<file path="src/rtl/core/dfsst_pkg.sv">
// Shared types and codes for the depth-first spanning tree block.
`default_nettype none

package dfsst_pkg;

    localparam logic ACT_ADD_EDGE = 1'b0;
    localparam logic ACT_START    = 1'b1;

    typedef struct packed {
        logic exhausted;
        logic hit;
    } scan_status_t;

endpackage

`default_nettype wire

</file>
<file path="src/rtl/core/dfsst_ram.sv">
// Generic single-write, single-read RAM with a registered read port.
`default_nettype none

module dfsst_ram #(
    parameter int WIDTH = 16,
    parameter int DEPTH = 16
) (
    input  wire logic                     clk,
    input  wire logic                     wr_en,
    input  wire logic [$clog2(DEPTH)-1:0] wr_addr,
    input  wire logic [WIDTH-1:0]         wr_data,
    input  wire logic                     rd_en,
    input  wire logic [$clog2(DEPTH)-1:0] rd_addr,
    output logic      [WIDTH-1:0]         rd_data
);

    logic [WIDTH-1:0] mem [DEPTH];

    always_ff @(posedge clk) begin
        if (wr_en) begin
            mem[wr_addr] <= wr_data;
        end
        if (rd_en) begin
            rd_data <= mem[rd_addr];
        end
    end

endmodule

`default_nettype wire

</file>
<file path="src/rtl/core/dfsst_scan_unit.sv">
// Neighbor test unit: checks one candidate column of the current adjacency row.
`default_nettype none

module dfsst_scan_unit import dfsst_pkg::*; #(
    parameter int MAX_VERTICES = 16
) (
    input  wire logic [MAX_VERTICES-1:0]         row,
    input  wire logic [MAX_VERTICES-1:0]         visited,
    input  wire logic [$clog2(MAX_VERTICES+1)-1:0] idx,
    input  wire logic [$clog2(MAX_VERTICES+1)-1:0] count,
    output scan_status_t                          status
);

    localparam int VW = $clog2(MAX_VERTICES);

    logic [VW-1:0] col;

    assign col              = idx[VW-1:0];
    assign status.exhausted = (idx >= count);
    assign status.hit       = (idx < count) && row[col] && !visited[col];

endmodule

`default_nettype wire

</file>
<file path="src/rtl/core/dfs_spanning_tree_matrix.sv">
// Top level: adjacency matrix store and depth-first walk sequencer.
// An add-edge transaction does a row read, then a row write, before the next is taken.
// A walk scans the columns of each visited vertex's row in turn, with a row read on every
// entry and resume, a stack read on every return and a finish state at the end.
// Results leave from an output register; a stalled output pauses the walk. Reset
// (synchronous, active low) empties the matrix at once via per-row valid bits and sets
// num_vertices to 16; no clearing pass is needed.
`default_nettype none

module dfs_spanning_tree_matrix import dfsst_pkg::*; #(
    parameter int MAX_VERTICES = 16
) (
    input  wire logic       aclk,
    input  wire logic       aresetn,
    input  wire logic       s_tvalid,
    output logic            s_tready,
    input  wire logic [7:0] s_tdata,   // [3:0] start_vertex, [7:4] dst_vertex
    input  wire logic       s_tuser,   // [0] action
    output logic            m_tvalid,
    input  wire logic       m_tready,
    output logic      [7:0] m_tdata,   // [3:0] parent_vertex, [7:4] child_vertex
    output logic            m_tuser,   // [0] edge_valid
    output logic            m_tlast,
    input  wire logic       cfg_valid,
    output logic            cfg_ready,
    input  wire logic [4:0] cfg_data
);

    localparam int VW = $clog2(MAX_VERTICES);
    localparam int IW = $clog2(MAX_VERTICES + 1);
    localparam int DW = IW;
    localparam int CW = (IW > 5) ? IW : 5;
    localparam int OW = (VW > 4) ? VW : 4;
    localparam int SW = VW + IW;
    localparam logic [MAX_VERTICES-1:0] BIT0 = {{(MAX_VERTICES-1){1'b0}}, 1'b1};

    typedef enum logic [2:0] {
        ST_IDLE,
        ST_EDGE_WR,
        ST_ROW,
        ST_SCAN,
        ST_POP,
        ST_FINISH
    } state_t;

    function automatic logic [3:0] to_port(input logic [VW-1:0] v);
        logic [OW-1:0] t;
        t = OW'(v);
        return t[3:0];
    endfunction

    state_t                  state_reg, state_next;
    logic [4:0]              num_vertices_reg;
    logic [IW-1:0]           count_reg, count_next;
    logic [MAX_VERTICES-1:0] visited_reg, visited_next;
    logic [MAX_VERTICES-1:0] row_valid_reg, row_valid_next;
    logic [MAX_VERTICES-1:0] row_reg, row_next;
    logic                    adj_rv_reg, adj_rv_next;
    logic [VW-1:0]           cur_u_reg, cur_u_next;
    logic [IW-1:0]           cur_i_reg, cur_i_next;
    logic [DW-1:0]           depth_reg, depth_next;
    logic [VW-1:0]           edge_row_reg, edge_row_next;
    logic [VW-1:0]           edge_col_reg, edge_col_next;
    logic                    pend_valid_reg, pend_valid_next;
    logic [VW-1:0]           pend_parent_reg, pend_parent_next;
    logic [VW-1:0]           pend_child_reg, pend_child_next;
    logic                    m_tvalid_reg, m_tvalid_next;
    logic [7:0]              m_tdata_reg, m_tdata_next;
    logic                    m_tuser_reg, m_tuser_next;
    logic                    m_tlast_reg, m_tlast_next;

    logic                    in_fire;
    logic                    out_free;
    logic [CW-1:0]           sv_ext, dv_ext, num_ext, cnt_clamp;
    logic [DW-1:0]           depth_m1, depth_m2;

    logic                    adj_we, adj_re;
    logic [VW-1:0]           adj_waddr, adj_raddr;
    logic [MAX_VERTICES-1:0] adj_wdata, adj_rdata;
    logic                    stk_we, stk_re;
    logic [VW-1:0]           stk_waddr, stk_raddr;
    logic [SW-1:0]           stk_wdata, stk_rdata;

    scan_status_t            scan;

    dfsst_ram #(
        .WIDTH(MAX_VERTICES),
        .DEPTH(MAX_VERTICES)
    ) u_adj_ram (
        .clk     (aclk),
        .wr_en   (adj_we),
        .wr_addr (adj_waddr),
        .wr_data (adj_wdata),
        .rd_en   (adj_re),
        .rd_addr (adj_raddr),
        .rd_data (adj_rdata)
    );

    dfsst_ram #(
        .WIDTH(SW),
        .DEPTH(MAX_VERTICES)
    ) u_stack_ram (
        .clk     (aclk),
        .wr_en   (stk_we),
        .wr_addr (stk_waddr),
        .wr_data (stk_wdata),
        .rd_en   (stk_re),
        .rd_addr (stk_raddr),
        .rd_data (stk_rdata)
    );

    dfsst_scan_unit #(
        .MAX_VERTICES(MAX_VERTICES)
    ) u_scan (
        .row     (row_reg),
        .visited (visited_reg),
        .idx     (cur_i_reg),
        .count   (count_reg),
        .status  (scan)
    );

    assign s_tready  = (state_reg == ST_IDLE);
    assign cfg_ready = 1'b1;
    assign m_tvalid  = m_tvalid_reg;
    assign m_tdata   = m_tdata_reg;
    assign m_tuser   = m_tuser_reg;
    assign m_tlast   = m_tlast_reg;

    assign in_fire   = s_tvalid && s_tready;
    assign out_free  = !m_tvalid_reg || m_tready;
    assign sv_ext    = CW'(s_tdata[3:0]);
    assign dv_ext    = CW'(s_tdata[7:4]);
    assign num_ext   = CW'(num_vertices_reg);
    assign cnt_clamp = (num_ext > CW'(MAX_VERTICES)) ? CW'(MAX_VERTICES) : num_ext;
    assign depth_m1  = depth_reg - DW'(1);
    assign depth_m2  = depth_reg - DW'(2);

    always_comb begin
        state_next       = state_reg;
        count_next       = count_reg;
        visited_next     = visited_reg;
        row_valid_next   = row_valid_reg;
        row_next         = row_reg;
        adj_rv_next      = adj_rv_reg;
        cur_u_next       = cur_u_reg;
        cur_i_next       = cur_i_reg;
        depth_next       = depth_reg;
        edge_row_next    = edge_row_reg;
        edge_col_next    = edge_col_reg;
        pend_valid_next  = pend_valid_reg;
        pend_parent_next = pend_parent_reg;
        pend_child_next  = pend_child_reg;
        m_tvalid_next    = m_tready ? 1'b0 : m_tvalid_reg;
        m_tdata_next     = m_tdata_reg;
        m_tuser_next     = m_tuser_reg;
        m_tlast_next     = m_tlast_reg;

        adj_re    = 1'b0;
        adj_raddr = '0;
        adj_we    = 1'b0;
        adj_waddr = edge_row_reg;
        adj_wdata = (adj_rv_reg ? adj_rdata : '0) | (BIT0 << edge_col_reg);
        stk_we    = 1'b0;
        stk_waddr = depth_m1[VW-1:0];
        stk_wdata = {cur_i_reg + IW'(1), cur_u_reg};
        stk_re    = 1'b0;
        stk_raddr = depth_m2[VW-1:0];

        case (state_reg)
            ST_IDLE: begin
                if (in_fire) begin
                    if (s_tuser == ACT_ADD_EDGE) begin
                        if (sv_ext < CW'(MAX_VERTICES) && dv_ext < CW'(MAX_VERTICES)) begin
                            adj_re        = 1'b1;
                            adj_raddr     = sv_ext[VW-1:0];
                            edge_row_next = sv_ext[VW-1:0];
                            edge_col_next = dv_ext[VW-1:0];
                            state_next    = ST_EDGE_WR;
                        end
                    end else begin
                        count_next      = cnt_clamp[IW-1:0];
                        visited_next    = '0;
                        pend_valid_next = 1'b0;
                        if (sv_ext < cnt_clamp) begin
                            cur_u_next   = sv_ext[VW-1:0];
                            cur_i_next   = '0;
                            depth_next   = DW'(1);
                            visited_next = BIT0 << sv_ext[VW-1:0];
                            adj_re       = 1'b1;
                            adj_raddr    = sv_ext[VW-1:0];
                            state_next   = ST_ROW;
                        end else begin
                            state_next = ST_FINISH;
                        end
                    end
                end
            end
            ST_EDGE_WR: begin
                adj_we                       = 1'b1;
                row_valid_next[edge_row_reg] = 1'b1;
                state_next                   = ST_IDLE;
            end
            ST_ROW: begin
                row_next   = adj_rv_reg ? adj_rdata : '0;
                state_next = ST_SCAN;
            end
            ST_SCAN: begin
                if (scan.exhausted) begin
                    depth_next = depth_m1;
                    if (depth_reg == DW'(1)) begin
                        state_next = ST_FINISH;
                    end else begin
                        stk_re     = 1'b1;
                        state_next = ST_POP;
                    end
                end else if (scan.hit) begin
                    if (!pend_valid_reg || out_free) begin
                        if (pend_valid_reg) begin
                            m_tvalid_next = 1'b1;
                            m_tdata_next  = {to_port(pend_child_reg), to_port(pend_parent_reg)};
                            m_tuser_next  = 1'b1;
                            m_tlast_next  = 1'b0;
                        end
                        pend_valid_next                     = 1'b1;
                        pend_parent_next                    = cur_u_reg;
                        pend_child_next                     = cur_i_reg[VW-1:0];
                        visited_next[cur_i_reg[VW-1:0]]     = 1'b1;
                        stk_we                              = 1'b1;
                        cur_u_next                          = cur_i_reg[VW-1:0];
                        cur_i_next                          = '0;
                        depth_next                          = depth_reg + DW'(1);
                        adj_re                              = 1'b1;
                        adj_raddr                           = cur_i_reg[VW-1:0];
                        state_next                          = ST_ROW;
                    end
                end else begin
                    cur_i_next = cur_i_reg + IW'(1);
                end
            end
            ST_POP: begin
                cur_u_next = stk_rdata[VW-1:0];
                cur_i_next = stk_rdata[SW-1:VW];
                adj_re     = 1'b1;
                adj_raddr  = stk_rdata[VW-1:0];
                state_next = ST_ROW;
            end
            ST_FINISH: begin
                if (out_free) begin
                    m_tvalid_next = 1'b1;
                    m_tlast_next  = 1'b1;
                    if (pend_valid_reg) begin
                        m_tdata_next = {to_port(pend_child_reg), to_port(pend_parent_reg)};
                        m_tuser_next = 1'b1;
                    end else begin
                        m_tdata_next = '0;
                        m_tuser_next = 1'b0;
                    end
                    pend_valid_next = 1'b0;
                    state_next      = ST_IDLE;
                end
            end
            default: begin
                state_next = ST_IDLE;
            end
        endcase

        if (adj_re) begin
            adj_rv_next = row_valid_reg[adj_raddr];
        end
    end

    always_ff @(posedge aclk) begin
        count_reg       <= count_next;
        row_reg         <= row_next;
        adj_rv_reg      <= adj_rv_next;
        cur_u_reg       <= cur_u_next;
        cur_i_reg       <= cur_i_next;
        edge_row_reg    <= edge_row_next;
        edge_col_reg    <= edge_col_next;
        pend_parent_reg <= pend_parent_next;
        pend_child_reg  <= pend_child_next;
        m_tdata_reg     <= m_tdata_next;
        m_tuser_reg     <= m_tuser_next;
        m_tlast_reg     <= m_tlast_next;
        if (!aresetn) begin
            state_reg        <= ST_IDLE;
            num_vertices_reg <= 5'd16;
            visited_reg      <= '0;
            row_valid_reg    <= '0;
            depth_reg        <= '0;
            pend_valid_reg   <= 1'b0;
            m_tvalid_reg     <= 1'b0;
        end else begin
            state_reg      <= state_next;
            visited_reg    <= visited_next;
            row_valid_reg  <= row_valid_next;
            depth_reg      <= depth_next;
            pend_valid_reg <= pend_valid_next;
            m_tvalid_reg   <= m_tvalid_next;
            if (cfg_valid && cfg_ready) begin
                num_vertices_reg <= cfg_data;
            end
        end
    end

    // The stack never holds more entries than there are vertices.
    a_depth_bound: assert property (@(posedge aclk) disable iff (!aresetn)
        depth_reg <= DW'(MAX_VERTICES))
        else $error("walk stack depth exceeds vertex count");

    // A vertex under scan has a stack entry and is already marked visited.
    a_scan_top: assert property (@(posedge aclk) disable iff (!aresetn)
        (state_reg == ST_SCAN) |-> (depth_reg != '0) && visited_reg[cur_u_reg])
        else $error("scanning without a visited stack top");

    // Every walk unwinds its stack before new work is taken.
    a_idle_empty: assert property (@(posedge aclk) disable iff (!aresetn)
        (state_reg == ST_IDLE) |-> (depth_reg == '0))
        else $error("stack not empty in idle");

    // An empty result is always the last result of its walk.
    a_empty_last: assert property (@(posedge aclk) disable iff (!aresetn)
        (m_tvalid_reg && !m_tuser_reg) |-> m_tlast_reg)
        else $error("empty result without last flag");

    // A tree edge is queued only once its child has been marked visited.
    a_pend_visited: assert property (@(posedge aclk) disable iff (!aresetn)
        (pend_valid_reg && state_reg != ST_IDLE) |-> visited_reg[pend_child_reg])
        else $error("pending edge child not visited");

endmodule

`default_nettype wire

</file>
<file path="config.mk">
export PLATFORM = sky130hd
export DESIGN_NAME = dfs_spanning_tree_matrix
export DESIGN_NICKNAME = d
export VERILOG_FILES = /design/src/rtl/core/dfsst_pkg.sv /design/src/rtl/core/dfsst_ram.sv /design/src/rtl/core/dfsst_scan_unit.sv /design/src/rtl/core/dfs_spanning_tree_matrix.sv
export SDC_FILE = /design/constraint.sdc
export NUM_CORES = 1
export LEC_CHECK = 0
export BUFFER_PORTS_ARGS = -buffer_cell sky130_fd_sc_hd__buf_2
export CORE_ASPECT_RATIO = 2
export CORE_MARGIN = 4
export CORE_UTILIZATION = 55
export CTS_BUF_LIST = sky130_fd_sc_hd__clkbuf_8 sky130_fd_sc_hd__clkbuf_16
export DETAILED_ROUTE_END_ITERATION = 12
export PLACE_DENSITY = 0.71
export SLEW_MARGIN = 15
export SYNTH_ARGS = -nofsm -noshare
export SYNTH_HDL_FRONTEND = slang
export SYNTH_HIERARCHICAL = 1
export SYNTH_SLANG_ARGS = --single-unit
</file>
<file path="constraint.sdc">
create_clock -name aclk -period 4.7 [get_ports aclk]
set_input_delay 0.235 -clock aclk [delete_from_list [all_inputs] [get_ports aclk]]
set_output_delay 0.235 -clock aclk [all_outputs]
set_load 0.03 [all_outputs]
</file>
Word-level counts from Yosys, hierarchy flattened:

Memories as Yosys holds them, arrays and structs flattened. A register that Yosys moved wholly into a read port is not among the register bits.
Cells that the tools add are included.

* register bits after elaboration: 104
* memory bits (writable): 400
* output and inout port bits: 13
* word-level logic and storage cells: 196
* memories kept: 2

Memories
* u_adj_ram.mem: words 16, width 16, rd ports 1, clocked after Yosys merged registers in 1, write ports 1, line dfsst_ram.sv:17 `logic [WIDTH-1:0] mem [DEPTH];`
* u_stack_ram.mem: words 16, width 9, rd ports 1, clocked after Yosys merged registers in 1, write ports 1, line dfsst_ram.sv:17

* add/sub/neg operators: 4
* order comparisons: 11
* equality and inequality tests: 18
* shift-type cells: 2
* muxes and demuxes: 109
* bitwise logic cells: 5
* reduce and logical (&&, ||, !) cells: 26

Operators by type and width (number)
* $mux 16: 7
* $mux 5: 13
* $mux 4: 13
* $mux 8: 6
* $or 16x16->16: 3
* $mux 1: 45
* $pmux 16 s2: 1
* $shl 1x4->16 const A: 2
* $lt 4x5->1 const B: 5
* $mux 3: 8
* $pmux 4 s3: 2
* $reduce_and 6->1: 4
* $pmux 8 s2: 1
* $pmux 3 s5: 1
* $pmux 5 s3: 1
* $reduce_and 7->1: 2
* $bmux 1 s4: 3
* $add 5x1->5 const B: 2
* $ne 2x2->1 const B: 5
* $pmux 5 s2: 1
* $ne 3x3->1 const B: 3
* $demux 1 s4: 2
* $ge 4x1->1 const B: 2
* $reduce_and 4->1: 2
* 23 further kinds: 41

Longest topological paths before layout:

* depth in word-level cells: 9
* mapped depth: 19
* mapped depth without buffers: 16

By module:

The synthesis kept the hierarchy.

Modules (own cells, without submodules)
* dfsst_ram at u_adj_ram: times used 1, cells an instance 432, area an instance 10202.3 um^2
* dfsst_ram at u_stack_ram: times used 1, cells an instance 254, area an instance 5870.6 um^2
* dfs_spanning_tree_matrix: times used 1, cells an instance 493, area an instance 5175.0 um^2
* dfsst_scan_unit: times used 1, cells an instance 56, area an instance 345.3 um^2

Worst setup path before layout:

No wires, ideal clock.

* path type: register to register
* start point: reg cur_i_reg[1]
* end point: reg u_adj_ram.rd_data[11], read port of u_adj_ram.mem, data pin
* setup time: 259 ps
* data arrival time: 3651 ps
* path slack: 790 ps
* cell stages (with the launch flop): 18
* path buffers: 4
* clock period less this slack: 3910 ps
* cells stage by stage: edfxtp_1 -> buf_2 -> o32ai_1 -> o31ai_1 -> or4_1 -> a21boi_1 -> inv_1 -> a21oi_4 -> nand2_8 -> inv_6 -> a21oi_4 -> buf_6 -> nand2_1 -> buf_6 -> buf_6 -> mux4_1 -> a22oi_1 -> nand2_1

RTL lines
* start: declaration: line dfs_spanning_tree_matrix.sv:60 `logic [IW-1:0] cur_i_reg, cur_i_next;`
* start signal: assignment: line dfs_spanning_tree_matrix.sv:277 `cur_i_reg <= cur_i_next;`
* end: declaration: line dfsst_ram.sv:14 `output logic [WIDTH-1:0] rd_data`

==> out/results.md <==
• finished clean — run status
• 0.6703 — Synth top area share
• or3b_1, nand4_1, o31ai_1, or4_1, a21boi_1, buf_4, inv_1, a21oi_4, nand2_8, inv_6, a21oi_4, nand2_4, buf_12, mux4_1, a22oi_1, nand2_1 — worst-path cell chain
• 26.28 um — mean routed wirelength per cell
• 0.04432 ns — Worst Hold Slack
• 17.48 um^2 — synthesized area divided by synthesized cell count
• 8.174 nW — leak pwr
• 0.7139 — sequential area share after synthesis
• 4.107 ns — Final min period
• 0 — number of nets with antenna violations after detailed routing
• 416.7 nW/um^2 — Pwr per Cell Area
• 5 — detailed-routing iteration count for the pre-antenna-repair pass
• 12040 — vias in the first global route
• 0.07 ns — Worst-path clk slew
• 5.02 ns — required time of the worst setup path
• 6.156 — via density per instance
• edfxtp_1 (482), nor2_1 (83), mux4_2 (75) — most numerous cell types in the synthesized netlist
• 0 — setup repair bufs after CTS
• u_adj_ram/mem — register bank with the most flops
• 42690 um^2 — die area
• 44 — total CTS buffers
• 73.73 mm — first-pass GRT wire length
• 529 — Clock Sink Count
• 1235 — post-synthesis cell count
• 30 — I/O Buffers
• 0 — initial antenna violation count
• 1357 — final layout net count
• no — unrepaired setup endpoints after global routing
• 0.02835 ns — setup clock skew after layout
• 38800 um^2 — area of the core
• 9 — Hold Buf Count CTS
• 0.59 ns — reg-to-reg slack, setup
• 849 — Iteration-0 DRC Markers
• clkbuf_16 — clock tree root driver cell
• 2 — H-tree lvl count
• 0.2397 — headroom to the max-slew limit
• 11540 — total vias in the final route
• edfxtp_1 — top-count cell post-synth
• 32.76 mm — post-detailed-placement half-perimeter wirelength
• 40 — highest net fanout along the worst path
• 1.138 ns — actual transition at the worst max-transition pin
• 0.2347 — GR Util All Layers
• 0 — final-report setup violation count
• 3 — number of buffers between clock root and the deepest sink
• 353.4 uV — worst vdd ir
• edfxtp_1 (67%), mux4_2 (7.8%), dfxtp_1 (4.4%), mux4_1 (3.0%), a22oi_1 (1.8%) — leading cell types by total area after synthesis
• 0 ns — Total Negative Setup Slacks
• 0 — global route total overflow
• u_adj_ram/mem (256), u_stack_ram/mem (144) — biggest regs
• 0.6205 — final design utilization
• 0 — number of gates resized after CTS
• 49.26 mm — wirelength, routed
• a21oi_4 — cell repeated most along the worst path
• flop — crit path capture type
• 69 — pin count of the biggest net entering global routing
• 21590 um^2 — combined area of all synthesized cells
• 0 — share of synthesized registers carrying an async set or reset
• 0.61 ns — Crit path largest cell delay
• 32 — Top-Level Pins
• 4.43 ns — arrival time of data at the critical path endpoint
• 0 — final hold violation count
• 0 — count of unresolved DRC violations after routing
• 288.2 um — y dimension of the die
• 83 — Unique masters post-synth
• 482 — EDFF count, synth
• 0.5566 — initial core utilization
• 256 — Largest register FFs
• yes — clock tree from TritonCTS
• 0.8739 — Tcrit/Tclk final
• edfxtp_1 — cell taking the most area after synthesis
• 0.58 ns — Worst-Skew Late Latency
• 0.9080 — weighted congestion reported at the end of routability-driven placement
• 0 — # diodes
• 0 — maximum capacitance violations
• reg -> reg — category of the critical setup timing path
• in -> reg — path category of the worst min-delay check
• 11.48% — synth-to-layout area growth
• mux4_1 — cell type of the slowest stage on the worst timing path
• 102 — Rows
• 0 — max-slew violations
• flop — kind of start point of the critical path
• 6 — number of warning messages in the yosys log
• 529 — number of flip-flops and latches in the synthesized netlist
• 0.2038 — fraction of layout instances using a drive strength above 1
• 148.1 um — Die X
• 0.2435 GHz — fmax
• edfxtp_1 — leading register cell type out of synthesis
• 1272 — nets in the synthesized netlist
[layer usage]
metal,GRT usage,share of wire,vias to the layer above
met3,0.02763,0.050,137
met1,0.2543,0.33,5837
met4,0.1242,0.058,0
met5,0,0,-
li1,-,-,5102
met2,0.4434,0.56,461
[critical path, delay by kind of cell (launching register included)]
kind | cells | cell delay, ns
mux | 1 | 0.61
simple gates | 6 | 1.34
flops | 1 | 0.53
compound gates | 5 | 0.69
buf+inv | 4 | 0.62
[cell usage in the layout, fill, tap and decap left out, types with 8 or more instances in the layout]
master,netlist,final
a21oi_1,38,38
a22oi_1,52,52
and2_1,24,24
buf_2,7,30
buf_4,6,54
clkbuf_16,0,45
clkinv_2,1,8
dfxtp_1,47,46
dlygate4sd3_1,0,9
edfxtp_1,482,482
ha_1,18,18
inv_1,29,40
mux4_1,25,25
mux4_2,75,75
nand2_1,58,56
nand2b_1,17,17
nand3_1,10,10
nor2_1,83,71
nor2_2,1,13
nor2b_1,18,18
nor3_1,16,12
o21ai_0,21,20
o21bai_1,16,13
[report_power, final]
part           total [mW]  internal, mW  switching [mW]  leakage (nW)
clock                3.56          1.92            1.64         0.730
sequential           5.47          5.37          0.0979          4.78
combinational        1.00         0.378           0.626          2.66
total                10.0          7.67            2.37          8.17
[kinds of logic after synthesis]
kind of cell / synth area share
AOI/OAI and AO/OA: 0.07371
muxes: 0.1124
and+or+nand+nor: 0.06287
adders and majority gates: 0.01043
DFF: 0.7139
xor gates and xnor gates: 0.003245
buffers and inverters: 0.02329
other: 0.0001737
[layout make-up]
class	instances	area, um^2
multi-input combinational	614	5754
tap	520	650.6
fill	2809	14730
inverter	35	137.6
sequential	529	15420
clock inverter	32	240.2
timing repair buffer	96	705.7
clock buffer	48	1167
[per-stage QoR]
step	total power [mW]	cell area [um^2]	setup WS [ns]	instances
floorplan	6.225	21590	0.7904	1235
global placement	6.539	22560	0.7635	1785
detailed placement	6.566	22560	0.6993	1785
CTS	10.09	24060	0.6271	1874
global route	10.37	24070	0.3622	1874
finish	10.03	24070	0.5928	1874
[worst paths after layout]
path               startpoint              endpoint  depth (start not counted)
min                 cfg_valid            num_ext[4]                          3
max reg2reg      cur_i_reg[1]  u_adj_ram/rd_data[1]                         16
min reg2reg  row_valid_reg[0]      row_valid_reg[0]                          2
max              cur_i_reg[1]  u_adj_ram/rd_data[1]                         16
(Power assumes the default switching activity.)
